===== config.mk =====
export PLATFORM = sky130hd
export DESIGN_NAME = frame_receiver_decrypt
export DESIGN_NICKNAME = d
export VERILOG_FILES = /design/src/rtl/frd_pkg.sv /design/src/rtl/frd_in_stage.sv /design/src/rtl/frd_core.sv /design/src/rtl/frd_out_stage.sv /design/src/rtl/frame_receiver_decrypt.sv
export SDC_FILE = /design/constraint.sdc
export NUM_CORES = 1
export LEC_CHECK = 0
export ABC_AREA = 0
export BUFFER_PORTS_ARGS = -buffer_cell sky130_fd_sc_hd__buf_4
export CORE_UTILIZATION = 60
export DETAILED_ROUTE_END_ITERATION = 8
export PLACE_DENSITY = 0.88
export RECOVER_POWER = 100
export SYNTH_ARGS = -nofsm -noshare
export SYNTH_HDL_FRONTEND = slang
export SYNTH_HIERARCHICAL = 1
export SYNTH_SLANG_ARGS = --single-unit

===== constraint.sdc =====
create_clock -name clock -period 5.1 [get_ports clock]
set_clock_uncertainty 0.2 [all_clocks]
set_input_delay 1.02 -clock clock [delete_from_list [all_inputs] [get_ports clock]]
set_output_delay 1.02 -clock clock [all_outputs]
set_load 0.005 [all_outputs]

===== src/rtl/frd_pkg.sv =====
// ----------------------------------------------------------------------------
// frd_pkg
// Shared types and constants for the frame receiver with in-flight decryption.
// ----------------------------------------------------------------------------
package frd_pkg;

   localparam logic [15:0] DECRYPT_CLAMP       = 16'hFFFF;
   localparam logic [15:0] HEADER_BYTES        = 16'd3;
   localparam logic [15:0] MAX_BODY_RESET      = 16'd8192;

   localparam logic [1:0]  STATUS_HEADER       = 2'd0;
   localparam logic [1:0]  STATUS_BODY         = 2'd1;
   localparam logic [1:0]  STATUS_EMPTY        = 2'd2;
   localparam logic [1:0]  STATUS_LENGTH_ERROR = 2'd3;

   typedef struct packed {
      logic       valid;
      logic [7:0] rx_byte;
   } in_beat_type;

   typedef struct packed {
      logic [1:0]  status;
      logic [7:0]  data_byte;
      logic        last_of_message;
      logic [7:0]  message_key;
      logic [15:0] message_length;
   } rsp_type;

endpackage


===== src/rtl/frd_in_stage.sv =====
// ----------------------------------------------------------------------------
// frd_in_stage
// Input register: holds one received beat until the decode stage takes it.
// ----------------------------------------------------------------------------
module frd_in_stage
   import frd_pkg::*;
(
   input  logic        clock,
   input  logic        reset,
   input  logic        req_tvalid,
   output logic        req_tready,
   input  logic [7:0]  req_tdata,
   input  logic        out_ready,
   output in_beat_type beat
);

   logic       valid_ff, valid_in;
   logic [7:0] byte_ff, byte_in;
   logic       take;

   assign req_tready = !valid_ff || out_ready;
   assign take       = req_tvalid && req_tready;

   always_comb begin
      valid_in = valid_ff;
      byte_in  = byte_ff;
      if (take) begin
         valid_in = 1'b1;
         byte_in  = req_tdata;
      end else if (out_ready) begin
         valid_in = 1'b0;
      end
   end

   always_ff @(posedge clock) begin
      if (reset) begin
         valid_ff <= 1'b0;
      end else begin
         valid_ff <= valid_in;
      end
      byte_ff <= byte_in;
   end

   assign beat.valid   = valid_ff;
   assign beat.rx_byte = byte_ff;

endmodule


===== src/rtl/frd_core.sv =====
// ----------------------------------------------------------------------------
// frd_core
// Header parser, body counter and per-byte decryption for one beat per cycle when not stalled.
// ----------------------------------------------------------------------------
module frd_core
   import frd_pkg::*;
(
   input  logic        clock,
   input  logic        reset,
   input  logic        csr_wr_en,
   input  logic [15:0] csr_wr_data,
   input  in_beat_type beat,
   input  logic        out_ready,
   output logic        load,
   output rsp_type     rsp
);

   localparam logic [1:0] ST_KEY    = 2'd0;
   localparam logic [1:0] ST_LEN_LO = 2'd1;
   localparam logic [1:0] ST_LEN_HI = 2'd2;
   localparam logic [1:0] ST_BODY   = 2'd3;

   logic [1:0]  state_ff, state_in;
   logic [7:0]  key_ff, key_in;
   logic [15:0] length_ff, length_in;
   logic [15:0] index_ff, index_in;
   logic [15:0] max_body_ff;

   logic [15:0] total;
   logic [15:0] body;
   logic [15:0] lim;
   logic [16:0] index_next;
   logic        last;
   logic [7:0]  pad;
   logic [7:0]  dec;

   assign load = beat.valid && out_ready;

   assign total      = {beat.rx_byte, length_ff[7:0]};
   assign body       = total - HEADER_BYTES;
   assign lim        = (length_ff > DECRYPT_CLAMP) ? DECRYPT_CLAMP : length_ff;
   assign index_next = {1'b0, index_ff} + 17'd1;
   assign last       = index_next >= {1'b0, length_ff};
   assign pad        = key_ff ^ 8'(lim - index_ff);
   assign dec        = (beat.rx_byte ^ pad) - (index_ff[7:0] ^ key_ff);

   always_comb begin
      state_in            = state_ff;
      key_in              = key_ff;
      length_in           = length_ff;
      index_in            = index_ff;
      rsp.status          = STATUS_HEADER;
      rsp.data_byte       = 8'd0;
      rsp.last_of_message = 1'b0;
      rsp.message_key     = key_ff;
      rsp.message_length  = 16'd0;
      unique case (state_ff)
         ST_KEY: begin
            key_in          = beat.rx_byte;
            rsp.message_key = beat.rx_byte;
            state_in        = ST_LEN_LO;
         end
         ST_LEN_LO: begin
            length_in = {8'd0, beat.rx_byte};
            state_in  = ST_LEN_HI;
         end
         ST_LEN_HI: begin
            length_in          = body;
            index_in           = 16'd0;
            rsp.message_length = body;
            state_in           = ST_KEY;
            if (total == HEADER_BYTES) begin
               rsp.status          = STATUS_EMPTY;
               rsp.last_of_message = 1'b1;
            end else if (total < HEADER_BYTES || body > max_body_ff) begin
               rsp.status = STATUS_LENGTH_ERROR;
            end else begin
               state_in = ST_BODY;
            end
         end
         ST_BODY: begin
            rsp.status          = STATUS_BODY;
            rsp.message_length  = length_ff;
            rsp.last_of_message = last;
            rsp.data_byte       = (key_ff != 8'd0 && index_ff < lim) ? dec : beat.rx_byte;
            if (last) begin
               state_in = ST_KEY;
               index_in = 16'd0;
            end else begin
               index_in = index_next[15:0];
            end
         end
         default: begin
            state_in = ST_KEY;
         end
      endcase
   end

   always_ff @(posedge clock) begin
      if (reset) begin
         state_ff    <= ST_KEY;
         key_ff      <= 8'd0;
         length_ff   <= 16'd0;
         index_ff    <= 16'd0;
         max_body_ff <= MAX_BODY_RESET;
      end else begin
         if (load) begin
            state_ff  <= state_in;
            key_ff    <= key_in;
            length_ff <= length_in;
            index_ff  <= index_in;
         end
         if (csr_wr_en) begin
            max_body_ff <= csr_wr_data;
         end
      end
   end

endmodule


===== src/rtl/frd_out_stage.sv =====
// ----------------------------------------------------------------------------
// frd_out_stage
// Result register: holds one result beat until the downstream side takes it.
// ----------------------------------------------------------------------------
module frd_out_stage
   import frd_pkg::*;
(
   input  logic        clock,
   input  logic        reset,
   input  logic        load,
   input  rsp_type     rsp,
   output logic        out_ready,
   output logic        rsp_tvalid,
   input  logic        rsp_tready,
   output logic [31:0] rsp_tdata,
   output logic [1:0]  rsp_tuser,
   output logic        rsp_tlast
);

   logic    valid_ff, valid_in;
   rsp_type rsp_ff, rsp_in;

   assign out_ready = !valid_ff || rsp_tready;

   always_comb begin
      valid_in = valid_ff;
      rsp_in   = rsp_ff;
      if (load) begin
         valid_in = 1'b1;
         rsp_in   = rsp;
      end else if (rsp_tready) begin
         valid_in = 1'b0;
      end
   end

   always_ff @(posedge clock) begin
      if (reset) begin
         valid_ff <= 1'b0;
      end else begin
         valid_ff <= valid_in;
      end
      rsp_ff <= rsp_in;
   end

   assign rsp_tvalid = valid_ff;
   assign rsp_tdata  = {rsp_ff.message_length, rsp_ff.message_key, rsp_ff.data_byte};
   assign rsp_tuser  = rsp_ff.status;
   assign rsp_tlast  = rsp_ff.last_of_message;

endmodule


===== src/rtl/frame_receiver_decrypt.sv =====
// Path: an accepted input beat is held in the input register, decoded by the core
// and then held in the result register, which drives the result port.
// Throughput: one beat per cycle while results are taken; the input and result
// registers each hold one beat, so a stalled result still lets one more beat in.
// Reset: synchronous, active high; clears the header parser to the key byte and
// sets max_body_length to 8192.
// ----------------------------------------------------------------------------
// frame_receiver_decrypt
// Frame receiver that parses a three-byte header and decrypts the body in flight.
// ----------------------------------------------------------------------------
module frame_receiver_decrypt
   import frd_pkg::*;
(
   input  logic        clock,
   input  logic        reset,
   input  logic        csr_wr_en,
   input  logic [15:0] csr_wr_data,
   input  logic        req_tvalid,
   output logic        req_tready,
   input  logic [7:0]  req_tdata,    // [7:0] rx_byte
   output logic        rsp_tvalid,
   input  logic        rsp_tready,
   output logic [31:0] rsp_tdata,    // [7:0] data_byte, [15:8] message_key,
                                     // [31:16] message_length
   output logic [1:0]  rsp_tuser,    // [1:0] status
   output logic        rsp_tlast
);

   in_beat_type beat;
   rsp_type     rsp;
   logic        out_ready;
   logic        load;

   frd_in_stage u_in_stage (
      .clock      (clock),
      .reset      (reset),
      .req_tvalid (req_tvalid),
      .req_tready (req_tready),
      .req_tdata  (req_tdata),
      .out_ready  (out_ready),
      .beat       (beat)
   );

   frd_core u_core (
      .clock       (clock),
      .reset       (reset),
      .csr_wr_en   (csr_wr_en),
      .csr_wr_data (csr_wr_data),
      .beat        (beat),
      .out_ready   (out_ready),
      .load        (load),
      .rsp         (rsp)
   );

   frd_out_stage u_out_stage (
      .clock      (clock),
      .reset      (reset),
      .load       (load),
      .rsp        (rsp),
      .out_ready  (out_ready),
      .rsp_tvalid (rsp_tvalid),
      .rsp_tready (rsp_tready),
      .rsp_tdata  (rsp_tdata),
      .rsp_tuser  (rsp_tuser),
      .rsp_tlast  (rsp_tlast)
   );

endmodule


==> out/results.ini, run 1 <==
[floorplan]
start_util_pct=62.62
dieArea_um2=11290
num_rows=37
io_pins=66
die_height_um=106.3
core_um2=10420
die_x_um=106.3

[routing]
firstDrtPassIters=5
via_count=5240
routed_wl_um=15580
viasPerCell=5.948
routedWlPerCell_um=17.68
drt_iter0_drc=348
ant_nets=0
drc_errors=0

[sta]
hold_viol_final=0
finalCriticalPeriod_ns=4.464
setup_slack_ns=0.6355
drv_slew=95
finalSetupTns_ns=0
finalSetupViolations=0
slew_headroom_pct=-89.98
worstMarginPinSlew_ns=2.850
rsz0062_at_grt=false
whs_ns=0.2674
fin_crit_sh_pct=87.54
fmax_ghz=0.2240

[grt]
antenna_found_initial=0
grt_pass1_vias=5259
grt_max_degree=61
grtUsageTotal_pct=29.47
grt_pass1_wl_um=25600
grt_overflow=0

[finish]
diodes=0
syn_to_final_growth_pct=9.380
final_cell_area_um2=7134
final_layout_size_suffix_gt1_share_pct=12.89
finalNetCount=838
nFillCells=811

[clock_tree]
postCtsSetupBuffers=0
cts_htree_levels=3
cts_resized=0
cts_buffers=9
clockRootBuffer=clkbuf_8
clk_latency_ns=0.38
clock-sinks=103
clk_path_buf_depth=2
path_clk_slew_ns=0.10
tritoncts=yes
ctsHoldBuffers=0

[yosys]
netlist.area_leader.share_pct=19.80
synth-async-reset-ratio_pct=0
synth_seq_cells=103
synth-seq-area-share_pct=38.21
dominantRegCellSynth=dfxtp_1
syn_avg_cell_area_um2=9.426
syn-instance-count=692
ys_warn_count=6
ys_top_cells_by_area=edfxtp_1, dfxtp_1, ha_1, xnor2_1, mux2i_1
yosys.cell_count.top_type=nor2_1
synthTopCellsByCount=nor2_1, ha_1, dfxtp_1, nand2_1, inv_1
syn_nets=790
synth_top_cell_by_area=edfxtp_1
synth_edf_count=43
synth_area_um2=6523
yosysUniqueCellTypes=67

[hold_path]
min_path_type=reg2reg
hold_path_startpoint=u_core/length_ff[8]

[power]
ir_drop_v=0.0001281
p_total_mw=1.707
p_sw_uw=486.8
p_leak_nw=2.905
swShare_pct=28.51
pwr-share-clk_pct=25.9
seqPwrFrac_pct=54.0
intPower_mw=1.221
power_density_nw_per_um2=239.3
pwr-share-comb_pct=20.2

[placement]
dp_hpwl_um=11770
dpl-instance-area_um2=7062
gp_congestion=0.9448
dp_slack_ns=1.017
numPortBuffers=65

[setup_path]
startpoint_type=register
cp.required_ns=5.14
crit_arrival_ns=4.51
end_kind=register
worst-path-max-fanout=11
cp-startpoint=u_core/length_ff[0]
setup.worst_path.class=reg2reg
r2r-start=u_core/length_ff[0]

[job]
maxCapViolCount=2

[status]
violations=max-capacitance violations, max-slew violations
status=finished with violations

## power by group through the flow
stage / Sequential, mW / Combinational, mW / Clock [mW]
final: 0.922 / 0.344 / 0.442
after global routing: 0.925 / 0.380 / 0.484
after CTS: 0.922 / 0.349 / 0.451
after detailed placement: 0.940 / 0.347 / 0
after global placement: 0.939 / 0.330 / 0
after floorplan: 0.927 / 0.255 / 0
## layout make-up
class	count	area (µm²)	area share (%)
well taps	136	170.2	2.385
flip-flops and latches	103	2492	34.94
repair buffers	68	499.2	6.998
clock inverters	5	26.28	0.3683
inverters	53	198.9	2.788
multi-input cells	505	3616	50.68
clock buffers	11	131.4	1.841
## worst max-delay path, stage by stage, from the launching register on
cell and delay (ns):
dfxtp_1 0.45, ha_1 0.35, or4_1 0.50, nor2b_1 0.26, nand3b_2 0.13, or3_1 0.34, xnor2_1 0.33, ha_1 0.32
nand4_1 0.11, or3_1 0.15, o22ai_1 0.08, nor3_1 0.23, a2bb2oi_1 0.35, a31oi_1 0.17, a221oi_1 0.36
## worst paths after layout
| path | to | slack (ns) | cells after the start |
|---|---|---|---|
| worst min register to register | u_core/length_ff[8] | 0.27 | 2 |
| worst max register to register | u_core/state_ff[0] | 0.64 | 14 |
| worst max-delay path | u_core/state_ff[0] | 0.64 | 14 |
| worst min-delay path | u_core/length_ff[8] | 0.27 | 2 |
## cell usage in the layout (no fill, tap or decap), types with 4 or more instances in the layout
master / instances
xnor2_1: 46
or3_1: 6
inv_1: 53
a22oi_1: 13
o31ai_1: 4
nand2_1: 55
nor4_1: 7
ha_1: 67
nor3_1: 9
mux2i_1: 29
o21ai_0: 33
clkbuf_8: 9
mux2_2: 4
a21oi_1: 41
buf_4: 19
nor2_1: 69
clkbuf_1: 5
nand3_1: 15
or2_2: 4
nand4_1: 11
and3_1: 5
dfxtp_1: 60
clkbuf_4: 46
nor2b_1: 11
xor2_1: 13
edfxtp_1: 43
a21o_1: 9
mux2_1: 4
o211ai_1: 4
## through the flow
stage,std cells,utilization (%)
after floorplan,692,-
after global placement,865,67.80
after detailed placement,865,67.80
after CTS,881,69.31
after global routing,881,68.49
final,881,68.49
## registers in the layout, indices dropped and copies added, names as in the netlist, 2 cells and up
signal                 cells
u_core/key_ff              8
u_out_stage/rsp_tdata     32
u_core/index_ff           16
u_out_stage/rsp_tuser      2
u_core/max_body_ff        16
u_in_stage/byte_ff         8
u_core/length_ff          16
u_core/state_ff            2
## cell families (layout without fill, tap and decap cells)
kind of cell    after synthesis  count (layout)  share of synthesized area [%]
simple gates                208             208                          15.83
flops                       103             103                          38.21
compound gates              132             132                          13.10
xor+xnor                     59              59                          8.325
mux                          37              37                          5.832
fa+ha+maj                    69              69                          13.47
buf+inv                      84             137                          5.237
## per-layer routing
metal / vias to the layer above / wire length (µm) / GRT usage (%)
met5: - / 0 / 0
met4: 0 / 597 / 15.67
met3: 45 / 1111 / 6.009
met2: 204 / 7194 / 47.73
met1: 2458 / 6675 / 36.98
li1: 2533 / - / -
(Power assumes the default switching activity.)
==> inputs of run 2 (changes only) <==
--- a/config.mk
+++ b/config.mk
@@ -11,2 +11,3 @@
 export DETAILED_ROUTE_END_ITERATION = 8
+export GPL_ROUTABILITY_DRIVEN = 1
 export PLACE_DENSITY = 0.88
--- a/constraint.sdc
+++ b/constraint.sdc
@@ -4,2 +4,2 @@
 set_output_delay 1.02 -clock clock [all_outputs]
-set_load 0.005 [all_outputs]
+set_load 0.1 [all_outputs]
==> run 2 against run 1 <==
The run still ends with max-capacitance violations, max-slew violations left. Worst setup slack gained 0.012 ns. Register-to-register slack is essentially flat. Cell count is the same. Sequential cell count is the same. First-iteration DRC count shrank 15%. Clock power is essentially flat. Sequential share of layout area grew 0.69 points. Worst hold slack lost 0.00094 ns. Critical path depth is the same. Total power grew 4.6%. Cell area shrank 1.9%. Critical endpoint unchanged. Largest cell class unchanged. Largest power group unchanged.
==> out/results.ini, run 2 (same netlist as run 1, synthesis figures left out) <==
[status]
status=finished with violations
violations=max-capacitance violations, max-slew violations

[finish]
diodes=0  ; unchanged
final_common_cell=nor2_1
final_layout_size_suffix_gt1_share_pct=7.919  ; -5.0 points
syn_to_final_growth_pct=7.251
most-common-layout-cells=nor2_1, ha_1, dfxtp_1
finalNetCount=838  ; unchanged
largest_reg_flops=32  ; unchanged

[routing]
drt_iter0_drc=295  ; -15%
routedWlPerCell_um=17.79  ; +0.58%
viasPerCell=5.953  ; about the same
via_count=5245  ; +0.095%
routed_wl_um=15670  ; +0.58%
firstDrtPassIters=5  ; unchanged
ant_nets=0  ; unchanged
drc_errors=0  ; unchanged

[setup_path]
setup.worst_path.class=reg2reg
end_kind=register
worst-path-max-fanout=11  ; unchanged
crit_arrival_ns=4.49  ; -0.02 ns
cp.required_ns=5.14  ; about the same
startpoint_type=register

[sta]
slew_headroom_pct=-91.84  ; -1.9 points
finalSetupViolations=0  ; unchanged
finalCriticalPeriod_ns=4.452  ; -0.01222 ns
drv_slew=95  ; unchanged
rsz0062_at_grt=false
fmax_ghz=0.2246  ; +0.27%
finalSetupTns_ns=0  ; unchanged
setup_slack_ns=0.6477  ; +0.01222 ns
worstMarginPinSlew_ns=2.878  ; +0.02782 ns
fin_crit_sh_pct=87.30  ; -0.24 points
hold_viol_final=0  ; unchanged

[power]
power_density_nw_per_um2=255.3  ; +6.7%
intPower_mw=1.213  ; -0.65%
swShare_pct=32.09  ; +3.6 points
p_leak_nw=2.777  ; -4.4%
ir_drop_v=0.0001351  ; +5.5%
pwr-share-comb_pct=23.7  ; +3.5 points
p_sw_uw=572.9  ; +18%
pwr-share-clk_pct=24.7  ; -1.2 points
seqPwrFrac_pct=51.6  ; -2.4 points

[floorplan]
io_pins=66  ; unchanged
core_um2=10420  ; unchanged
start_util_pct=62.62  ; unchanged
num_rows=37  ; unchanged
dieArea_um2=11290  ; unchanged
die_x_um=106.3  ; unchanged
die_height_um=106.3  ; unchanged

[grt]
grt_max_degree=61  ; unchanged
grt_pass1_vias=5259  ; unchanged
antenna_found_initial=0  ; unchanged
grt_overflow=0  ; unchanged
grt_pass1_wl_um=25600  ; unchanged
grtUsageTotal_pct=29.47  ; unchanged

[clock_tree]
clk_latency_ns=0.38  ; about the same
cts_buffers=9  ; unchanged
cts_resized=0  ; unchanged
clk_path_buf_depth=2  ; unchanged
path_clk_slew_ns=0.10  ; about the same
cts_htree_levels=3  ; unchanged
postCtsSetupBuffers=0  ; unchanged
clock-sinks=103  ; unchanged
clockRootBuffer=clkbuf_8
tritoncts=yes
ctsHoldBuffers=0  ; unchanged

[placement]
gp_congestion=0.9448  ; unchanged
dp_hpwl_um=11770  ; unchanged
dp_slack_ns=1.017  ; unchanged
numPortBuffers=65  ; unchanged

[hold_path]
min_path_type=reg2reg

[job]
maxCapViolCount=2  ; unchanged

[run 2: cell counts in the layout (fill, tap and decap cells not counted)]
Identical to the previous run, type by type.
[run 2: path summary, 6_finish.rpt]
check | depth (start not counted) | slack, ns | end | start
max | 14 | 0.65 | u_core/state_ff[0] | u_core/length_ff[0]
min | 2 | 0.27 | u_core/length_ff[8] | u_core/length_ff[8]
max reg2reg | 14 | 0.65 | u_core/state_ff[0] | u_core/length_ff[0]
min reg2reg | 2 | 0.27 | u_core/length_ff[8] | u_core/length_ff[8]
[run 2: area by class of cell]
| class | count | area [µm²] |
|---|---|---|
| repair buffers | 68 | 360.3 |
| fillers | 852 | 3421 |
| well taps | 136 | 170.2 |
| multi-input cells | 505 | 3616 |
| clock inverters | 5 | 26.28 |
| inverters | 53 | 198.9 |
| flip-flops and latches | 103 | 2492 |
| clock buffers | 11 | 131.4 |
[run 2: through the flow]
| step | cells | util [%] | power (mW) | cell area (µm²) | hold WS, ns |
|---|---|---|---|---|---|
| finish | 881 | 67.16 | 1.786 | 6995 | 0.2664 |
| global route | 881 | 67.16 | 1.868 | 6995 | 0.2843 |
| CTS | 881 | 69.31 | 1.810 | 7219 | 0.2675 |
| detailed placement | 865 | 67.80 | 1.375 | 7062 | 0.2538 |
| global placement | 865 | 67.80 | 1.357 | 7062 | 0.2437 |
| floorplan | 692 | - | 1.269 | 6523 | 0.2363 |
[run 2: routing by layer]
layer / global-route usage (%) / vias up / share of wire (%) / routed length (µm)
met5: 0 / - / 0 / 0
met3: 6.009 / 51 / 6.6 / 1039
met1: 36.98 / 2462 / 44 / 6871
met2: 47.73 / 200 / 45 / 7119
li1: - / 2532 / - / -
met4: 15.67 / 0 / 4.1 / 639
[run 2: critical path, cell delays in order, from the launching register on]
cell and delay (ns):
dfxtp_1 0.45, ha_1 0.35, or4_1 0.50, nor2b_1 0.26, nand3b_2 0.13, or3_1 0.34, xnor2_1 0.33, ha_1 0.32
nand4_1 0.11, or3_1 0.15, o22ai_1 0.08, nor3_1 0.23, a2bb2oi_1 0.34, a31oi_1 0.17, a221oi_1 0.36
[run 2: power by group through the flow]
stage | logic [mW] | clock network [mW] | registers (mW)
6_report | 0.423 | 0.441 | 0.922
5_1_grt | 0.458 | 0.484 | 0.925
3_3_place_gp | 0.418 | 0 | 0.939
3_5_place_dp | 0.434 | 0 | 0.940
2_1_floorplan | 0.256 | 0 | 1.01
4_1_cts | 0.437 | 0.451 | 0.922
